[src/hw/rtl/ucolb_pkg.sv]
// ----------------------------------------------------------------------------
// Unique colour table builder - shared definitions
// Constants, field positions and the token type that walks the cell chain.
// ----------------------------------------------------------------------------
`timescale 1ns / 1ps
`default_nettype none

package ucolb_pkg;

  // default number of table entries (one cell each)
  localparam int TABLE_DEPTH_DEF = 256;

  // channel value that means fully opaque
  localparam logic [7:0] OPAQUE = 8'hFF;

  // channel mask bit positions
  localparam int MASK_RED_BIT   = 0;
  localparam int MASK_GREEN_BIT = 1;
  localparam int MASK_BLUE_BIT  = 2;
  localparam int MASK_ALPHA_BIT = 3;

  // stream widths
  localparam int S_DATA_W = 32;
  localparam int S_USER_W = 1;
  localparam int M_DATA_W = 24;
  localparam int KEY_W    = 32;

  // request travelling down the chain; the index rides alongside
  typedef struct packed {
    logic             valid;
    logic             hit;
    logic [KEY_W-1:0] key;
  } token_t;

endpackage

`default_nettype wire

[src/hw/rtl/ucolb_ctrl.sv]
// ----------------------------------------------------------------------------
// Unique colour table builder - controller
// Takes pixels in, launches them down the cell chain, settles count and
// overflow when the request leaves the chain and drives the result stream.
// ----------------------------------------------------------------------------
`timescale 1ns / 1ps
`default_nettype none

module ucolb_ctrl #(
  parameter int TABLE_DEPTH = ucolb_pkg::TABLE_DEPTH_DEF
) (
  input  wire                                   clk,
  input  wire                                   rst,
  input  wire                                   cfg_we,
  input  wire                                   cfg_wdata,
  input  wire                                   s_tvalid,
  output logic                                  s_tready,
  input  wire  [ucolb_pkg::S_DATA_W-1:0]        s_tdata,
  input  wire  [ucolb_pkg::S_USER_W-1:0]        s_tuser,
  output logic                                  m_tvalid,
  input  wire                                   m_tready,
  output logic [ucolb_pkg::M_DATA_W-1:0]        m_tdata,
  output ucolb_pkg::token_t                     launch,
  output logic [$clog2(TABLE_DEPTH+1)-1:0]      count,
  input  ucolb_pkg::token_t                     exit_tok,
  input  wire  [$clog2(TABLE_DEPTH)-1:0]        exit_idx
);

  localparam int IDX_W = $clog2(TABLE_DEPTH);
  localparam int CNT_W = $clog2(TABLE_DEPTH+1);

  typedef enum logic [1:0] {IDLE, RUN, DONE} state_t;

  state_t     state;
  logic       has_alpha;
  logic       overflow;
  logic [3:0] mask;

  // result waiting to move into the output register
  logic [IDX_W-1:0] res_idx;
  logic             res_new;

  // front end
  logic                        sop;
  logic [7:0]                  alpha_eff;
  logic [ucolb_pkg::KEY_W-1:0] key;
  logic [3:0]                  mask_next;

  // back end
  logic             full;
  logic [CNT_W-1:0] count_next;
  logic             overflow_next;
  logic [IDX_W-1:0] idx_next;
  logic             new_next;
  logic             out_load;

  assign s_tready = (state == IDLE);

  // output register free or emptying this cycle
  assign out_load = (state == DONE) && (!m_tvalid || m_tready);

  // key and channel mask of the incoming pixel
  always_comb begin
    sop       = s_tuser[0];
    alpha_eff = has_alpha ? s_tdata[31:24] : ucolb_pkg::OPAQUE;
    key       = {alpha_eff, s_tdata[23:0]};
    mask_next = sop ? 4'b0000 : mask;
    if (s_tdata[7:0] != 8'd0)   mask_next[ucolb_pkg::MASK_RED_BIT]   = 1'b1;
    if (s_tdata[15:8] != 8'd0)  mask_next[ucolb_pkg::MASK_GREEN_BIT] = 1'b1;
    if (s_tdata[23:16] != 8'd0) mask_next[ucolb_pkg::MASK_BLUE_BIT]  = 1'b1;
    if (alpha_eff != ucolb_pkg::OPAQUE) mask_next[ucolb_pkg::MASK_ALPHA_BIT] = 1'b1;
  end

  // outcome once the request has seen every cell
  always_comb begin
    full          = (count == CNT_W'(TABLE_DEPTH));
    count_next    = count;
    overflow_next = overflow;
    idx_next      = '0;
    new_next      = 1'b0;
    priority if (exit_tok.hit) begin
      idx_next = exit_idx;
    end else if (!full) begin
      idx_next   = count[IDX_W-1:0];
      new_next   = 1'b1;
      count_next = count + CNT_W'(1);
    end else begin
      overflow_next = 1'b1;
    end
  end

  // sequencer, table state and output register
  always_ff @(posedge clk) begin
    if (rst) begin
      state        <= IDLE;
      has_alpha    <= 1'b1;
      overflow     <= 1'b0;
      mask         <= 4'b0000;
      count        <= '0;
      launch.valid <= 1'b0;
      m_tvalid     <= 1'b0;
    end else begin
      if (cfg_we) begin
        has_alpha <= cfg_wdata;
      end
      if (out_load) begin
        m_tvalid <= 1'b1;
      end else if (m_tready) begin
        m_tvalid <= 1'b0;
      end
      unique case (state)
        IDLE: begin
          launch.valid <= s_tvalid;
          if (s_tvalid) begin
            if (sop) begin
              count    <= '0;
              overflow <= 1'b0;
            end
            mask         <= mask_next;
            launch.hit   <= 1'b0;
            launch.key   <= key;
            state        <= RUN;
          end
        end
        RUN: begin
          launch.valid <= 1'b0;
          if (exit_tok.valid) begin
            count    <= count_next;
            overflow <= overflow_next;
            res_idx  <= idx_next;
            res_new  <= new_next;
            state    <= DONE;
          end
        end
        DONE: begin
          if (out_load) begin
            m_tdata  <= {1'b0, mask, overflow, 9'(count), res_new, 8'(res_idx)};
            state    <= IDLE;
          end
        end
        default: state <= IDLE;
      endcase
    end
  end

endmodule

`default_nettype wire

[config.mk]
export PLATFORM = sky130hd
export DESIGN_NAME = ucolb_ctrl
export DESIGN_NICKNAME = d
export VERILOG_FILES = /design/src/hw/rtl/ucolb_pkg.sv /design/src/hw/rtl/ucolb_ctrl.sv
export SDC_FILE = /design/constraint.sdc
export NUM_CORES = 1
export LEC_CHECK = 0
export BUFFER_PORTS_ARGS = -buffer_cell sky130_fd_sc_hd__buf_2
export CORE_MARGIN = 1.5
export CORE_UTILIZATION = 40
export CTS_CLUSTER_DIAMETER = 100
export DETAILED_ROUTE_END_ITERATION = 7
export PLACE_DENSITY = 0.78
export SLEW_MARGIN = 20
export SYNTH_ARGS = -nofsm -noshare
export SYNTH_HDL_FRONTEND = slang
export SYNTH_SLANG_ARGS = --single-unit
[constraint.sdc]
create_clock -name clk -period 5.9 [get_ports clk]
set_input_delay 0.295 -clock clk [delete_from_list [all_inputs] [get_ports clk]]
set_output_delay 0.295 -clock clk [all_outputs]
set_load 0.1 [all_outputs]
==> key figures, run 1 <==
Power
  – Pleak: 1.57 nW
  – Peak VDD IR: 0.000130 V
  – Pwr Total: 1.21 mW
  – Pwr dens: 307 nW/um^2

Timing
  – Setup_tns: 0 ns
  – Slew @ Worst Pin: 0.575 ns
  – Worst-case clock skew: 0.00703 ns
  – RSZ-0062 raised after global routing: false
  – F_max: 508 MHz
  – Final-report setup violation count: 0
  – Final period util: 0.333
  – Final Hold Fails: 0
  – Post-route setup slack: 3.93 ns
  – Pins Over Slew Limit: 0
  – Slew Limit Headroom: 0.617
  – Final critical-path required period: 1.97 ns

Clocking
  – Clk sink count: 83
  – Skew-Pair Late Insertion Delay: 0.34 ns
  – Root Buffer Master: clkbuf_8
  – Buffers from clock root to sink, at most: 2
  – Clock transition at path regs: 0.08 ns
  – TritonCTS clock tree: done
  – Hold_buf cts: 0
  – Num CTS Buffers: 9
  – Post_cts resized: 0
  – CTS H-Tree Depth: 3
  – Setup bufs post-CTS: 0

Floorplanning
  – Ports: 150
  – Die area: 8220 sq um
  – Rows: 31
  – Die Y: 90.7 microns
  – Die width: 90.7 microns
  – Initial core utilization: 0.420
  – Core Footprint: 7330 sq um

Detailed routing
  – Total number of vias: 2084
  – Initial drt markers: 78
  – Final wirelength: 6100 microns
  – Antenna Violating Nets Remaining: 0
  – Drt via density: 4.93
  – DRC errors left: 0
  – DR pass1 iterations: 4
  – Wirelength per Cell: 14.4 microns

Synthesis
  – Synthesized area: 3080 sq um
  – Synth warn: 0
  – Yosys cell types: 45
  – Total of flip-flops plus latches after synthesis: 83
  – Sequential share of the synthesized area: 0.749
  – Mapped Cells: 198
  – Syn Area/Cell: 15.5 sq um

Setup path
  – Reg2reg path depth: 6
  – CP Capture Type: flop
  – Reg2reg start: count[0]$_SDFFE_PP0P_
  – WP data required: 6.18 ns
  – Critical-path top delay cell: dfxtp_1
  – Crit path DAT: 2.25 ns
  – CP Cell Sequence: inv_1 -> ha_1 -> nor4b_2 -> a211oi_1 -> o21ai_0 -> a21bo_2
  – Setup Crit Path Kind: flop to flop
  – Crit-path max FO: 9
  – Setup crit start: count[0]$_SDFFE_PP0P_
  – R2r endpoint: count[7]$_SDFFE_PP0P_
  – CP startpoint kind: flop
  – R2R setup slack: 3.93 ns
  – Worst setup path end: count[7]$_SDFFE_PP0P_
  – CP peak stage delay: 0.54 ns

Layout
  – Area delta synth->final: 28.0%
  – Area of the multi-input gates: 716 sq um
  – Layout cell share with drive strength beyond 1: 0.457
  – Antenna cells: 0
  – Final core area utilization: 0.537
  – Total area of sequential cells: 2300 sq um
  – # fillers: 643
  – Post-layout nets: 402

Global routing
  – Initial antenna violation count: 0
  – First-pass GRT wire length: 9540 microns
  – GRT Resource Usage Total: 0.151
  – Global route overflow: 0
  – Number of global-route vias before repair: 1926
  – Largest net degree at the start of global routing: 38

Place
  – Setup WS pre-CTS: 3.92 ns
  – I/O Buffers: 115
  – Dpl hpwl: 4390 microns
  – Gpl congestion: 0.784

Worst hold path
  – Worst Hold Class: input pin to flop

Run
  – Max-cap viol count: 0

Status
  – Status: complete, no violations
-- critical path: cells and delay by family (launching register included) --
kind                     cells  cell delay [ns]
flip-flops                   1             0.54
adder cells (fa/ha/maj)      1             0.19
AO/OA/AOI/OAI                3             0.92
buffers and inverters        1             0.09
AND/OR/NAND/NOR              1             0.18
-- cell usage in the layout, fill, tap and decap left out, drive strengths merged, types with 2 or more instances in the layout --
cell	netlist	layout
edfxtp	64	64
and4bb	2	2
or2	2	2
nand3	3	3
o21ai	5	5
clkbuf	3	10
dfxtp	19	19
and3	4	4
a22o	6	6
ha	2	2
a31o	2	2
nor2	10	10
xor2	2	2
a31oi	2	2
nand2	11	11
conb	1	2
a21oi	7	7
nand4	4	4
nand2b	10	10
nor4	7	7
clkinvlp	0	3
mux2	6	6
inv	5	6
buf	4	116
nor4b	2	2
-- flip-flops by register name, summed over array words and instances (netlist names) --
signal and flops:
count 9, m_tvalid 1, has_alpha 1, launch 33, m_tdata 23, state 2
mask 4, res_new 1, overflow 1, res_idx 8
-- Yosys cell counts (all sizes together) --
cell     count  area, sq um
or2          2         12.5
ha           2         25.0
nor2        10         40.0
mux2         6         67.6
o21ai        5         25.0
a31oi        2         12.5
a21oi        7         38.8
a21bo        1         10.0
edfxtp      64         1920
and3         4         25.0
buf          4         31.3
nand4        4         25.0
or4          1         7.51
a22o         6         52.6
nor3         1         5.00
nand3        3         15.0
clkbuf       3         12.5
nand4bb      1         11.3
mux2i        1         10.0
nor2b        1         6.26
and4bb       2         28.8
a2111oi      1         8.76
dfxtp       19          380
xor2         2         17.5
and4b        1         10.0
a221o        1         10.0
nor4         7         43.8
nor4b        2         30.0
or3          1         6.26
o31a         1         8.76
nand2b      10         62.6
inv          5         18.8
o2111ai      1         8.76
or2b         1         7.51
o22a         1         8.76
nand2       11         41.3
conb         1         3.75
a31o         2         17.5
a211oi       1         7.51
-- per-layer routing --
metal | track usage | share of wire | vias up
met1 | 0.192 | 0.42 | 983
li1 | - | - | 1003
met4 | 0.0622 | 0.014 | 0
met3 | 0.0463 | 0.068 | 6
met2 | 0.239 | 0.50 | 92
met5 | 0 | 0 | -
-- report_power, final --
group	total (mW)	leakage [nW]	internal [mW]	switching, mW
logic	0.164	0.740	0.0338	0.130
clock network	0.388	0.0866	0.196	0.193
registers	0.657	0.740	0.649	0.00808
total	1.21	1.57	0.878	0.331
-- worst min path at each step --
stage / endpoint / from / cells after the start
after floorplan: launch[0]$_DFFE_PP_ / s_tdata[0] / 0
after global placement: m_tdata[1]$_DFFE_PP_ / res_idx[1]$_DFFE_PP_ / 0
after detailed placement: m_tdata[1]$_DFFE_PP_ / res_idx[1]$_DFFE_PP_ / 0
after CTS: launch[1]$_DFFE_PP_ / s_tdata[1] / 1
after global routing: launch[0]$_DFFE_PP_ / s_tdata[0] / 1
final: launch[1]$_DFFE_PP_ / s_tdata[1] / 1
-- cell families after synthesis --
kind of cell,share of synthesized area
compound gates,0.0679
xor+xnor,0.00570
flops,0.749
buf+inv,0.0203
mux,0.0252
other cells,0.00122
fa+ha+maj,0.00814
simple gates,0.123
-- metrics by stage --
step                      hold slack, ns  instance area [sq um]  cells
after floorplan                    0.394                   3080    199
after global placement             0.402                   3740    407
after detailed placement           0.405                   3740    407
after CTS                          0.125                   3940    423
after global routing               0.117                   3940    423
final                              0.143                   3940    423
-- final cells by class --
class	count	area share
Timing Repair Buffer	116	0.148
Multi-Input combinational cell	104	0.182
Tap cell	99	0.0315
Inverter	5	0.00477
Clock buffer	10	0.0324
Clock inverter	6	0.0165
Sequential cell	83	0.585
No activity file was read; power rests on OpenSTA's default activity.
==> inputs of run 2 (changes only) <==
==> constraint.sdc (replaced) <==
create_clock -name clk -period 1.92 [get_ports clk]
set_input_delay 0.096 -clock clk [delete_from_list [all_inputs] [get_ports clk]]
set_output_delay 0.096 -clock clk [all_outputs]
set_load 0.1 [all_outputs]
==> key figures, run 2 (synthesis results as in run 1) <==
Timing
  – F_max: 570 MHz (+12%)
  – Final Hold Fails: 0 (unchanged)
  – RSZ-0062 raised after global routing: false
  – Setup_tns: 0 ns (unchanged)
  – Slew Limit Headroom: 0.635 (+0.0184)
  – Worst-case clock skew: 0.00816 ns (+0.00112 ns)
  – Final period util: 0.913 (+0.580)
  – Pins Over Slew Limit: 0 (unchanged)
  – Final critical-path required period: 1.75 ns (-0.213 ns)
  – Final-report setup violation count: 0 (unchanged)
  – Slew @ Worst Pin: 0.544 ns (-0.0310 ns)
  – Worst hold slack: 0.0448 ns (-0.0983 ns)

Layout
  – Most common cell after layout, fill and taps aside: buf_2
  – Largest registers: launch x33, m_tdata x23, count x9
  – Max FFs per register: 33 (unchanged)
  – Total area of sequential cells: 2320 sq um (+0.71%)
  – Post-layout nets: 430 (+7.0%)
  – Commonest non-fill, non-tap cells in the layout: 115 x buf_2, 64 x edfxtp_1, 27 x dlygate4sd3_1, 11 x nand2_1
  – Area of the multi-input gates: 732 sq um (+2.3%)
  – # fillers: 576 (-10%)
  – Layout cell share with drive strength beyond 1: 0.457 (+0.000596)
  – Top reg by flops: launch
  – Antenna cells: 0 (unchanged)
  – Fin area: 4280 sq um (+8.8%)
  – Area delta synth->final: 39.2%

Global routing
  – Global route overflow: 0 (unchanged)
  – First-pass GRT wire length: 10800 microns (+13%)
  – Initial antenna violation count: 0 (unchanged)
  – Number of global-route vias before repair: 2209 (+15%)
  – Largest net degree at the start of global routing: 38 (unchanged)
  – GRT Resource Usage Total: 0.170 (+0.0193)

Clocking
  – Root Buffer Master: clkbuf_8
  – TritonCTS clock tree: done
  – Clk sink count: 83 (unchanged)
  – Clock transition at path regs: 0.08 ns (about the same)
  – Buffers from clock root to sink, at most: 2 (unchanged)
  – Skew-Pair Late Insertion Delay: 0.34 ns (about the same)
  – Num CTS Buffers: 9 (unchanged)
  – CTS H-Tree Depth: 3 (unchanged)

Detailed routing
  – Final wirelength: 6740 microns (+11%)
  – Antenna Violating Nets Remaining: 0 (unchanged)
  – DR pass1 iterations: 4 (unchanged)
  – Total number of vias: 2230 (+7.0%)
  – DRC errors left: 0 (unchanged)
  – Initial drt markers: 106 (+36%)
  – Wirelength per Cell: 15.0 microns (+3.7%)
  – Drt via density: 4.94 (+0.36%)

Floorplanning
  – Rows: 31 (unchanged)
  – Ports: 150 (unchanged)
  – Die area: 8220 sq um (unchanged)
  – Core Footprint: 7330 sq um (unchanged)
  – Die width: 90.7 microns (unchanged)
  – Initial core utilization: 0.420 (unchanged)
  – Die Y: 90.7 microns (unchanged)

Place
  – Placed instance area: 3790 sq um (+1.2%)
  – I/O Buffers: 115 (unchanged)
  – Gpl congestion: 0.738 (-5.9%)
  – Dpl hpwl: 4480 microns (+1.9%)

Setup path
  – R2R setup slack: 0.17 ns (-3.77 ns)
  – Crit-path max FO: 9 (unchanged)
  – Crit path DAT: 2.05 ns (-0.20 ns)
  – CP Capture Type: flop
  – CP startpoint kind: flop
  – Setup Crit Path Kind: flop to flop
  – WP data required: 2.21 ns (-3.97 ns)

Power
  – Peak VDD IR: 0.000501 V (+280%)
  – Pwr dens: 914 nW/um^2 (+200%)
  – Pleak: 1.73 nW (+11%)

Status
  – Status: complete, no violations

Run
  – Max-cap viol count: 0 (unchanged)

Worst hold path
  – Worst Hold Class: input pin to flop
-- run 2: changes by cell type in the layout (fill, tap and decap cells not counted), sizes merged --
| cell | previous run | this run |
|---|---|---|
| bufinv | 1 | 2 |
| clkinvlp | 3 | 1 |
| clkbuf | 10 | 9 |
| clkinv | 1 | 3 |
| dlygate4sd3 | 0 | 27 |
| buf | 116 | 117 |
-- run 2: final timing paths --
path,end,cells after the start,start
max,count[7]$_SDFFE_PP0P_,6,count[0]$_SDFFE_PP0P_
min,launch[25]$_DFFE_PP_,2,s_tdata[25]
max reg2reg,count[7]$_SDFFE_PP0P_,6,count[0]$_SDFFE_PP0P_
min reg2reg,m_tdata[5]$_DFFE_PP_,0,res_idx[5]$_DFFE_PP_
-- run 2: where the power goes --
group	internal, mW	switching [mW]
clock network	0.730	0.608
logic	0.147	0.411
registers	1.99	0.0271
total	2.87	1.05
-- run 2: timing repair --
| item | in CTS | in global routing |
|---|---|---|
| buffers inserted | 0 | 0 |
| endpoints found under the setup margin | 0 | 1 |
| hold buffers | 27 | 0 |
| endpoints found under the hold margin | 26 | 0 |
| resized for setup | 0 | 1 |
-- run 2: per-stage QoR --
stage                     cells  utilization  setup slack [ns]  total power, mW
final                       451        0.584             0.166             3.91
after floorplan             199            -            0.0435             2.46
after global routing        451        0.584            0.0863             4.06
after detailed placement    408        0.517             0.135             2.57
after CTS                   451        0.583             0.108             3.94
after global placement      408        0.517             0.248             2.56
-- run 2: cell type report --
| class | instances | share of cell area |
|---|---|---|
| Clock buffer | 9 | 0.0289 |
| Clock inverter | 7 | 0.0213 |
| Tap cell | 99 | 0.0289 |
| Inverter | 5 | 0.00438 |
| Sequential cell | 83 | 0.541 |
| Timing Repair Buffer | 144 | 0.204 |
| Multi-Input combinational cell | 104 | 0.171 |
-- run 2: per-layer routing --
metal	GRT usage	up-vias	wire length (microns)
li1	-	1052	-
met4	0.0886	0	115
met2	0.288	107	3410
met5	0	-	0
met3	0.0463	13	399
met1	0.197	1058	2820
-- run 2: critical path, cell delays in order, from the launching register on --
cell and delay (ns):
dfxtp_4 0.41, inv_1 0.06, ha_1 0.20, nor4b_4 0.15, a211oi_1 0.48, o21ai_0 0.18, a21bo_2 0.22
