--- src/hw/rtl/ucolb_pkg.sv ---
// ----------------------------------------------------------------------------
// Unique colour table builder - shared definitions
// Constants, field positions and the token type that walks the cell chain.
// ----------------------------------------------------------------------------
`timescale 1ns / 1ps
`default_nettype none

package ucolb_pkg;

  // default number of table entries (one cell each)
  localparam int TABLE_DEPTH_DEF = 256;

  // channel value that means fully opaque
  localparam logic [7:0] OPAQUE = 8'hFF;

  // channel mask bit positions
  localparam int MASK_RED_BIT   = 0;
  localparam int MASK_GREEN_BIT = 1;
  localparam int MASK_BLUE_BIT  = 2;
  localparam int MASK_ALPHA_BIT = 3;

  // stream widths
  localparam int S_DATA_W = 32;
  localparam int S_USER_W = 1;
  localparam int M_DATA_W = 24;
  localparam int KEY_W    = 32;

  // request travelling down the chain; the index rides alongside
  typedef struct packed {
    logic             valid;
    logic             hit;
    logic [KEY_W-1:0] key;
  } token_t;

endpackage

`default_nettype wire

--- src/hw/rtl/ucolb_cell.sv ---
// ----------------------------------------------------------------------------
// Unique colour table builder - table cell
// Holds one colour entry, checks the passing request against it and stores
// the colour when the request reaches the first free slot without a hit.
// ----------------------------------------------------------------------------
`timescale 1ns / 1ps
`default_nettype none

module ucolb_cell #(
  parameter int TABLE_DEPTH = ucolb_pkg::TABLE_DEPTH_DEF,
  parameter int INDEX       = 0
) (
  input  wire                                  clk,
  input  wire                                  rst,
  input  wire  [$clog2(TABLE_DEPTH+1)-1:0]     count,
  input  ucolb_pkg::token_t                    tin,
  input  wire  [$clog2(TABLE_DEPTH)-1:0]       idx_in,
  output ucolb_pkg::token_t                    tout,
  output logic [$clog2(TABLE_DEPTH)-1:0]       idx_out
);

  localparam int IDX_W = $clog2(TABLE_DEPTH);
  localparam int CNT_W = $clog2(TABLE_DEPTH+1);

  logic [ucolb_pkg::KEY_W-1:0] entry;
  logic                        occupied;
  logic                        match;
  logic                        insert;

  // entry is live only while this slot lies below the fill count
  assign occupied = (CNT_W'(INDEX) < count);
  assign match    = tin.valid && !tin.hit && occupied && (entry == tin.key);
  assign insert   = tin.valid && !tin.hit && (count == CNT_W'(INDEX));

  // stored colour
  always_ff @(posedge clk) begin
    if (insert) begin
      entry <= tin.key;
    end
  end

  // pass the request on
  always_ff @(posedge clk) begin
    if (rst) begin
      tout.valid <= 1'b0;
    end else begin
      tout.valid <= tin.valid;
    end
    tout.key <= tin.key;
    tout.hit <= tin.hit | match;
    idx_out  <= match ? IDX_W'(INDEX) : idx_in;
  end

endmodule

`default_nettype wire

--- config.mk ---
export PLATFORM = sky130hd
export DESIGN_NAME = ucolb_cell
export DESIGN_NICKNAME = d
export VERILOG_FILES = /design/src/hw/rtl/ucolb_pkg.sv /design/src/hw/rtl/ucolb_cell.sv
export SDC_FILE = /design/constraint.sdc
export NUM_CORES = 1
export LEC_CHECK = 0
export CAP_MARGIN = 0
export CORE_MARGIN = 8
export CORE_UTILIZATION = 54
export CTS_CLUSTER_SIZE = 30
export DETAILED_ROUTE_END_ITERATION = 6
export DONT_BUFFER_PORTS = 1
export GPL_TIMING_DRIVEN = 0
export PLACE_DENSITY = 0.83
export SYNTH_ARGS = -nofsm -noshare
export SYNTH_HDL_FRONTEND = slang
export SYNTH_SLANG_ARGS = --single-unit
--- constraint.sdc ---
create_clock -name clk -period 3.75 [get_ports clk]
set_input_delay 0.9375 -clock clk [delete_from_list [all_inputs] [get_ports clk]]
set_output_delay 0.9375 -clock clk [all_outputs]
set_load 0.05 [all_outputs]
==> results of run 1 <==
metrics by stage:
step           setup WS, ps  hold WS [ps]
4_1_cts                1060           602
2_1_floorplan          59.3           690
3_3_place_gp           -554           736
5_1_grt                 994           590
3_5_place_dp            692           745
6_report               1080           624
Yosys cell counts:
master	instances
xor2_1	1
a31oi_1	8
nand2b_1	1
nor3_2	1
xnor2_1	31
nand4_1	7
a31o_1	1
nand3_1	1
nor2b_1	2
nor4_4	3
inv_1	8
edfxtp_1	32
or4_4	1
dfxtp_1	42
or3_1	1
flip-flops by register name (all words and copies together), names as in the netlist:
name     cells
tout        34
idx_out      8
entry       32
critical path: stages:
cell	delay [ps]
or4_4	520
nor4_4	330
nor2b_4	820
cell type report:
class                           count  area (um2)
Clock inverter                      2        35.0
Sequential cell                    74        1800
Multi-Input combinational cell     58         505
Tap cell                           52        65.1
Clock buffer                       14         173
Inverter                            8        30.0
Fill cell                         328        1650
layout by cell type, fill, tap and decap left out, drive strengths merged:
cell type | Yosys | layout
dfxtp | 42 | 42
xnor2 | 31 | 31
a31oi | 8 | 8
or3 | 1 | 1
nor4 | 3 | 3
nor3 | 1 | 1
clkbuf | 0 | 14
clkinv | 0 | 1
a31o | 1 | 1
inv | 8 | 8
nand4 | 7 | 7
nand2b | 1 | 1
nand3 | 1 | 1
nor2b | 2 | 2
or4 | 1 | 1
edfxtp | 32 | 32
xor2 | 1 | 1
bufinv | 0 | 1
cell families after synthesis:
logic type / after synthesis / share of synthesized area
AO/OA/AOI/OAI: 9 / 0.0252
AND/OR/NAND/NOR: 17 / 0.0682
flip-flops: 74 / 0.773
buffers and inverters: 8 / 0.0129
XOR/XNOR: 32 / 0.120
power by group:
| part | switching (uW) | internal, uW | leakage [uW] |
|---|---|---|---|
| Sequential | 94.8 | 864 | 0.000642 |
| Combinational | 10.8 | 16.4 | 0.000157 |
| Clock | 257 | 362 | 0.000107 |
| Total | 363 | 1240 | 0.000905 |
worst min-delay path by stage:
stage | start | end | slack (ps) | depth (start not counted)
after floorplan | entry[4] | idx_out[0] | 690 | 4
after global placement | entry[4] | idx_out[4] | 740 | 4
after detailed placement | entry[4] | idx_out[4] | 740 | 4
after CTS | tin[30] | tout[30] | 600 | 0
after global routing | tin[30] | tout[30] | 590 | 0
final | tin[8] | tout[8] | 620 | 0
per-layer routing:
metal	wire length [um]	global-route usage	part of all wire	up-vias
met1	1540	0.123	0.36	534
met4	42	0.0789	0.0098	0
li1	-	-	-	513
met5	0	0	0	-
met2	2250	0.216	0.52	52
met3	464	0.0799	0.11	5
==> metrics.md, run 1 <==
| Metric | Value |
|---|---|
| Outcome | finished, final reports clean |
| Final GP Congestion | 0.679 |
| Reg2reg setup slack | 2160 ps |
| Worst Setup EP | entry[10] |
| Synthesis-to-finish area growth | 12.0% |
| Startpoint Class | input port |
| Cells after Synth | 140 |
| Non-Filler Instances | 208 |
| Post-route cell area | roughly 2600 um2 |
| Num rows | 24 |
| Critical Path RT | 3700 ps |
| Post-Synthesis Cell Area | 2330 um2 |
| Power, Total | 1600 uW |
| # diodes | 0 |
| #FFs+latches synth | 74 |
| Die Area | 6670 um2 |
| Core footprint | 4260 um2 |
| Number of buffers created by CTS | 9 |
| Drt via density | ~5.3 |
| Final hold violations | 0 |
| Pins Over Slew Limit | 0 |
| Setup TNS | 0 ps |
| Number of port buffers | 0 |
| Share of cells above drive strength 1 | 0.128 |
| Clock slew at reported path FFs | around 70 ps |
| Largest net degree at the start of global routing | 33 |
| Iter 0 DRT Violations | 58 |
| YS warnings | 0 |
| H-tree levels | 3 |
| Final worst path period share | 0.713 |
| Vias in the first global route | between 1000 and 1500 |
| Initial Utilization | 0.546 |
| Clock root cell | clkbuf_8 |
| TritonCTS clock tree | built |
| Chip width | 81.7 um |
| WL final | 4290 um |
| Pre-Repair DR Iteration Count | 5 |
| Clk_lat worst skew | ~330 ps |
| Worst slew margin | 0.399 |
| Sequential area share after synthesis | 0.773 |
| Boundary Pins | 95 |
| Final #Nets | 204 |
| Biggest area consumer among synthesized cells | edfxtp_1 |
| RR Startpoint | entry[13] |
| Hold_buf cts | 0 |
| CP arrival | 2620 ps |
| Min Tclk post-route | 2670 ps |
| Postcts setup bufs | 0 |
| PwrDens | 615 nW/um2 |
| Antenna-violating nets left | 0 |
| Crit path max fanout | 32 |
| Syn avg cell area | ~17 um2 |
| MaxCap Viol Count | 0 |
| Via count | 1104 |
| Cells after DPL | between 150 and 200 |
| Worst-Margin Slew | 899 ps |
| Clk_skew | roughly 10 ps |
| Clock Path Buffers | 2 |
| Routed wire length per instance | a little over 20 um |
| CP Class | input port to register |
| Synth top area cells | edfxtp_1, dfxtp_1, xnor2_1 |
| Gr usage total | 0.132 |
| Unrepaired setup endpoints after global routing | no |
| Post-synth cell types | 15 |
| Worst reg2reg path endpoint | idx_out[6] |
| Worst min path class | input port to register |
| Leakage power | 0.000905 uW |
| Syn nets | 193 |
| Setup Viol. Count Final | 0 |
| Reg2reg path depth | 4 |
| Post-synth top area share | 0.412 |
| Core Util, Final | 0.612 |
| Die H | 81.7 um |
| Peak supply drop | 0.426 mV |
| Crit. End Element | register |
| Remaining global-route overflow | 0 |
| Initial antenna violation count | 0 |
| Placement Cell Area | around 2400 um2 |
| Fmax | 0.374 GHz |
| First-pass GRT wire length | 6260 um |
| Clock tree sinks | 74 |
| DP HPWL | between 3000 and 4000 um |
| Cts repair resizes | 0 |
| DRC | 0 |
| Critical Path Source | count[4] |
(Power assumes the default switching activity.)
==> run 2, diff against run 1 <==
- ABC_AREA: unset -> 1
- CORE_UTILIZATION: 54 -> 55
- PLACE_DENSITY: 0.83 -> 0.84
- clock period: 3.75 -> 2.4 ns (I/O delays scaled with it)
==> run 2 against run 1 <==
Non-clock buffer count rose by 1. First-iteration DRC count grew 62%. Design area grew 8.8%. Cell count grew 60%. Count of clock-buffer cells in the layout unchanged.
==> metrics.md, run 2 <==
| Metric | Value |
|---|---|
| Asr flop ratio synth | 0 (unchanged) |
| PwrDens | 851 nW/um2 (+38%) |
| Critical Path RT | 2440 ps (-1260 ps) |
| Clock slew at reported path FFs | 70 ps (about the same) |
| MaxCap Viol Count | 0 (unchanged) |
| CP Class | input port to register |
| Largest net degree at the start of global routing | 19 (-42%) |
| Cts repair resizes | 0 (unchanged) |
| Via count | 1542 (+40%) |
| Unrepaired setup endpoints after global routing | no |
| Clk_skew | 7.36 ps (-2.71 ps) |
| Min Tclk post-route | about 1800 ps |
| Startpoint Class | input port |
| Clk_lat worst skew | 330 ps (about the same) |
| TritonCTS clock tree | built |
| Biggest area consumer among synthesized cells | edfxtp_1 |
| Reg2reg setup slack | 990 ps (-1170 ps) |
| WL final | 4840 um (+13%) |
| Share of cells above drive strength 1 | 0.0607 (-0.0675) |
| Clock Path Buffers | 2 (unchanged) |
| Chip width | 84.1 um (+3.0%) |
| Final GP Congestion | 0.696 (+2.6%) |
| Antenna-violating nets left | 0 (unchanged) |
| Num rows | 24 (unchanged) |
| Die H | 84.1 um (+3.0%) |
| Drt via density | 4.64 (-12%) |
| Most frequent cells in the layout | nand2_1, inv_1, nor2_1, dfxtp_1, edfxtp_1 |
| Iter 0 DRT Violations | 94 (+62%) |
| Final #Nets | 328 (+61%) |
| Min-Delay Path Depth | 0 (unchanged) |
| Worst slew margin | 0.363 (-0.0357) |
| Initial antenna violation count | 0 (unchanged) |
| Area of the multi-input gates | 548 um2 (+8.4%) |
| Outcome | finished, final reports clean |
| DP HPWL | 3690 um (+16%) |
| Worst-Margin Slew | 952 ps (+52.4 ps) |
| Setup Viol. Count Final | 0 (unchanged) |
| Fraction of synthesized cell area in xor and xnor cells | 0.0137 (-0.107) |
| WHS Endpoint | tout[18] |
| Peak supply drop | 0.476 mV (+12%) |
| Syn avg cell area | 9.71 um2 (-42%) |
| Postcts setup bufs | 0 (unchanged) |
| First-pass GRT wire length | 7670 um (+23%) |
| Post-synth top area share | 0.376 (-0.0360) |
| Most frequent cell after synthesis | nand2_1 |
| Post-synth cell types | 11 (-4) |
| Final hold violations | 0 (unchanged) |
| Power, Total | 2420 uW (+51%) |
| Cells after Synth | 263 (+88%) |
| Boundary Pins | 95 (unchanged) |
| Clock root cell | clkbuf_8 |
| Number of port buffers | 0 (unchanged) |
| Largest family of logic cells by synthesized area | simple AND/OR/NAND/NOR gates |
| Initial Utilization | 0.578 (+0.0319) |
| Top_reg_cell synth | dfxtp_1 |
| Core Util, Final | 0.643 (+0.0311) |
| #FFs+latches synth | 74 (unchanged) |
| Post-synthesis simple-gate area fraction | 0.188 (+0.120) |
| Pre-Repair DR Iteration Count | 4 (-1) |
| Die Area | 7080 um2 (+6.1%) |
| RR Startpoint | entry[7] |
| Sequential area share after synthesis | 0.706 (-0.0675) |
| Gr usage total | 0.139 (+0.00711) |
| Leakage power | 0.00136 uW (+50%) |
| Routed wire length per instance | 14.6 um (-29%) |
| Most common cell after layout, fill and taps aside | nand2_1 |
| Worst min path class | input port to register |
| Worst reg2reg path endpoint | idx_out[4] |
| Post-Synthesis Cell Area | 2550 um2 (+9.6%) |
| Sequential cell area | 1800 um2 (unchanged) |
| Final worst path period share | 0.744 |
| H-tree levels | 3 (unchanged) |
| Vias in the first global route | 1588 (+32%) |
| Post-synthesis mux area share | 0 (unchanged) |
| Largest register FFs | 34 (unchanged) |
| CP arrival | 1830 ps (-790 ps) |
| Synth top cells by count | nand2_1, inv_1, nor2_1 |
| Hold_buf cts | 0 (unchanged) |
| Core footprint | 4410 um2 (+3.5%) |
| Fmax | 0.560 GHz |
| Remaining global-route overflow | 0 (unchanged) |
| YS warnings | 0 (unchanged) |
| # diodes | 0 (unchanged) |
| Reg2reg path depth | 8 (+4) |
| Crit path max fanout | 18 (-44%) |
| Post-synth EDFFs | 32 (unchanged) |
| Syn nets | 316 (+64%) |
| Pins Over Slew Limit | 0 (unchanged) |
| Post-synthesis compound-gate area fraction | 0.00833 (-0.0169) |
| Number of buffers created by CTS | 9 (unchanged) |
| Clock tree sinks | 74 (unchanged) |
| Synth top area cells | edfxtp_1, dfxtp_1, nand2_1 |
| DRC | 0 (unchanged) |
| Hold Crit Start | tin[18] |
| Crit. End Element | register |
| Fillcell total | 342 (+4.3%) |
| Biggest regs | tout x34, entry x32, idx_out x8 |
| Synthesis-to-finish area growth | 11.2% |
| Most flop-heavy register | tout |
| Adder-cell share of the synthesized area | 0 (unchanged) |
-- run 2: worst max path at each step --
stage                        start         to  slack, ps  cells after the start
after CTS                 count[0]  entry[23]        590                      4
after detailed placement  count[0]   entry[0]        230                      4
after global routing      count[5]   entry[0]        520                      4
final                     count[0]  entry[23]        620                      4
after floorplan           count[0]   entry[0]        360                      3
after global placement    count[0]   entry[6]        -30                      3
-- run 2: layout make-up --
cell class,count,area share
sequential,74,0.635
multi-input combinational,132,0.193
inverter,57,0.0754
clock buffer,14,0.0608
tap,52,0.0229
timing repair buffer,1,0.00970
clock inverter,2,0.00353
-- run 2: routing by layer --
layer	track usage	vias up	part of all wire
met5	0	-	0
met4	0.0785	0	0.029
met3	0.0820	11	0.093
met2	0.228	49	0.51
met1	0.131	678	0.37
li1	-	804	-
-- run 2: power by group --
group | switching [uW] | total [uW] | internal (uW) | leakage, uW
registers | 149 | 1500 | 1350 | 0.000642
clock network | 410 | 868 | 458 | 0.0000965
logic | 27.3 | 50.0 | 22.6 | 0.000623
total | 586 | 2420 | 1830 | 0.00136
-- run 2: cells by family after synthesis --
| group | count (synthesis) |
|---|---|
| simple gates | 124 |
| flops | 74 |
| buf+inv | 57 |
| compound gates | 4 |
| xor+xnor | 4 |
-- run 2: critical path, cell delays in order --
cell and delay, ps:
nor2_1 80, nand2_1 100, nor3_4 810, buf_16 230
-- run 2: metrics by stage --
stage                     setup TNS [ps]  worst slack [ps]  cells  hold WS [ps]  cell area, um2
after detailed placement               0               228    316           628            2660
after floorplan                        0               357    263           628            2560
final                                  0               615    332           287            2840
after CTS                              0               587    332           271            2840
after global routing                   0               516    332           259            2840
after global placement             -1030             -33.2    315           628            2630
==> run 3, diff against run 2 <==
- clock period: 2.4 -> 1.4 ns (I/O delays scaled with it)
==> run 3 against run 2 <==
Register-to-register slack got worse by 960 ps. Routed wire length increased by 2.5%. Non-clock buffer count increased by 2. Worst setup slack got worse by 590 ps. Via count increased by 0.65%. Cell count increased by 0.60%. Design area increased by 1.5%. Die area unchanged. Total power increased by 67%. Critical path type is now register to register. Sequential power increased by 71%.
==> metrics.md, run 3 (same netlist as run 2, synthesis figures left out) <==
| Metric | Value |
|---|---|
| Crit path max fanout | 8 (-10) |
| Drt via density | 4.65 (about the same) |
| Gr busiest metal | met2 |
| Worst-path cell chain | nand2_1, nand2_1, nor2_1, nand2_1, nor2_2, nand3_2, nor2_4, nor2_1 |
| Biggest regs | tout x34, entry x32, idx_out x8 |
| First-pass GRT wire length | 7810 um (+1.8%) |
| Num rows | 24 (unchanged) |
| Outcome | finished, final reports clean |
| RR Startpoint | entry[6] |
| Largest net degree at the start of global routing | 14 (-5) |
| Worst reg2reg path endpoint | idx_out[7] |
| Die H | 84.1 um (unchanged) |
| Number of buffers created by CTS | 9 (unchanged) |
| CP Class | register to register |
| Leakage power | 0.00136 uW (-0.37%) |
| Routed wire length per instance | 14.9 um (+1.9%) |
| Grt met1 use | 0.135 (+0.00350) |
| Final #Nets | 330 (+0.61%) |
| Most flop-heavy register | tout |
| Final worst path period share | 0.981 |
| Clock slew at reported path FFs | 80 ps (about the same) |
| Share of cells above drive strength 1 | 0.0993 (+0.0386) |
| Pre-Repair DR Iteration Count | 4 (unchanged) |
| Min Tclk post-route | 1370 ps |
| Die Area | 7080 um2 (unchanged) |
| MaxCap Viol Count | 0 (unchanged) |
| WL final | 4960 um (+2.5%) |
| Number of port buffers | 0 (unchanged) |
| DRC | 0 (unchanged) |
| Hold Crit Start | tin[11] |
| Final GP Congestion | 0.730 (+4.9%) |
| Hold_buf cts | 0 (unchanged) |
| Met3 Usage GRT | 0.0723 (-0.00977) |
| Power, Total | 4040 uW (+67%) |
| Clock Path Buffers | 2 (unchanged) |
| Worst setup margin | 26.0 ps (-589 ps) |
| Worst-Margin Slew | 537 ps (-414 ps) |
| Remaining global-route overflow | 0 (unchanged) |
| # diodes | 0 (unchanged) |
| Peak supply drop | 0.748 mV (+57%) |
| Most frequent cells in the layout | nand2_1, inv_1, dfxtp_1, nor2_1, edfxtp_1 |
| Setup Viol. Count Final | 0 (unchanged) |
| Worst slew margin | 0.641 (+0.278) |
| Clk_lat worst skew | 330 ps (about the same) |
| TritonCTS clock tree | built |
| Worst path bufs/invs | 0 (-1) |
| Pins Over Slew Limit | 0 (unchanged) |
| Gr usage total | 0.142 (+0.00363) |
| WHS Endpoint | tout[11] |
| Setup WS pre-CTS | -315 ps (-543 ps) |
| Placement Cell Area | 2690 um2 (+1.4%) |
| Clk_skew | 7.50 ps (+0.143 ps) |
| Iter 0 DRT Violations | 71 (-24%) |
| Most common cell after layout, fill and taps aside | nand2_1 |
| Largest stage delay, worst path | 420 ps (-390 ps) |
| Worst path slowest cell | edfxtp_1 |
| Boundary Pins | 95 (unchanged) |
| Critical Path Most Common Cell | nand2_1 |
| Core Util, Final | 0.653 (+0.00964) |
| Unrepaired setup endpoints after global routing | yes |
| Reg2reg path depth | 8 (unchanged) |
| Largest register FFs | 34 (unchanged) |
| WHS | 36.3 ps (-251 ps) |
| Via count | 1552 (+0.65%) |
| H-tree levels | 3 (unchanged) |
| Chip width | 84.1 um (unchanged) |
| Post-route cell area | 2880 um2 (+1.5%) |
| Initial Utilization | 0.578 (unchanged) |
| Min-Delay Path Depth | 0 (unchanged) |
| Synthesis-to-finish area growth | 12.9% |
| Clock tree sinks | 74 (unchanged) |
| Reg2reg setup slack | 30 ps (-960 ps) |
| Final hold violations | 0 (unchanged) |
| Fmax | just over 0.7 GHz |
| Antenna-violating nets left | 0 (unchanged) |
| Startpoint Class | register |
| DP HPWL | 3810 um (+3.4%) |
| Met2 usage | 0.243 (+0.0146) |
| Initial antenna violation count | 0 (unchanged) |
| PwrDens | 1400 nW/um2 (+65%) |
| Core footprint | 4410 um2 (unchanged) |
| Vias in the first global route | 1600 (+0.76%) |
| Family with the most delay on the worst path | simple AND/OR/NAND/NOR gates |
| Critical Path RT | 1620 ps (-820 ps) |
| Worst min path class | input port to register |
| CP arrival | 1590 ps (-240 ps) |
| Crit. End Element | register |
| Clock root cell | clkbuf_8 |
run 3: cell count changes in the layout (fill, tap and decap cells not counted), sizes merged:
cell	previous run	this run
clkbuf	14	16
buf	1	3
clkinv	2	0
run 3: cell type report:
type	count	area [um2]
clock buffers	16	160
fillers	337	1530
inverters	57	214
multi-input cells	132	603
flip-flops and latches	74	1800
well taps	52	65.1
repair buffers	3	37.5
run 3: how the worst max path moves through the flow:
stage,from,end,depth (start not counted)
global route,entry[18],idx_out[4],8
floorplan,count[0],entry[0],3
CTS,entry[7],idx_out[5],8
global placement,count[0],entry[11],3
detailed placement,count[5],entry[11],5
finish,entry[6],idx_out[7],8
run 3: per-layer routing:
layer,wire length (um),vias to the layer above
met1,1820,686
met3,446,7
li1,-,807
met5,0,-
met2,2620,52
met4,83,0
run 3: what timing repair did:
item	in CTS	in global routing
setup endpoints to repair	8	19
pin swaps	2	8
resized for setup	5	1
buffers inserted	0	1
cloned	0	0
run 3: where the power goes:
| part | internal [uW] | switching [uW] |
|---|---|---|
| Clock | 699 | 684 |
| Combinational | 43.1 | 50.0 |
| Sequential | 2310 | 255 |
run 3: metrics by stage:
stage,TNS (ps),cells
floorplan,-11060,263
global placement,-22730,315
detailed placement,-5770,317
CTS,0,333
global route,-959,334
finish,0,334
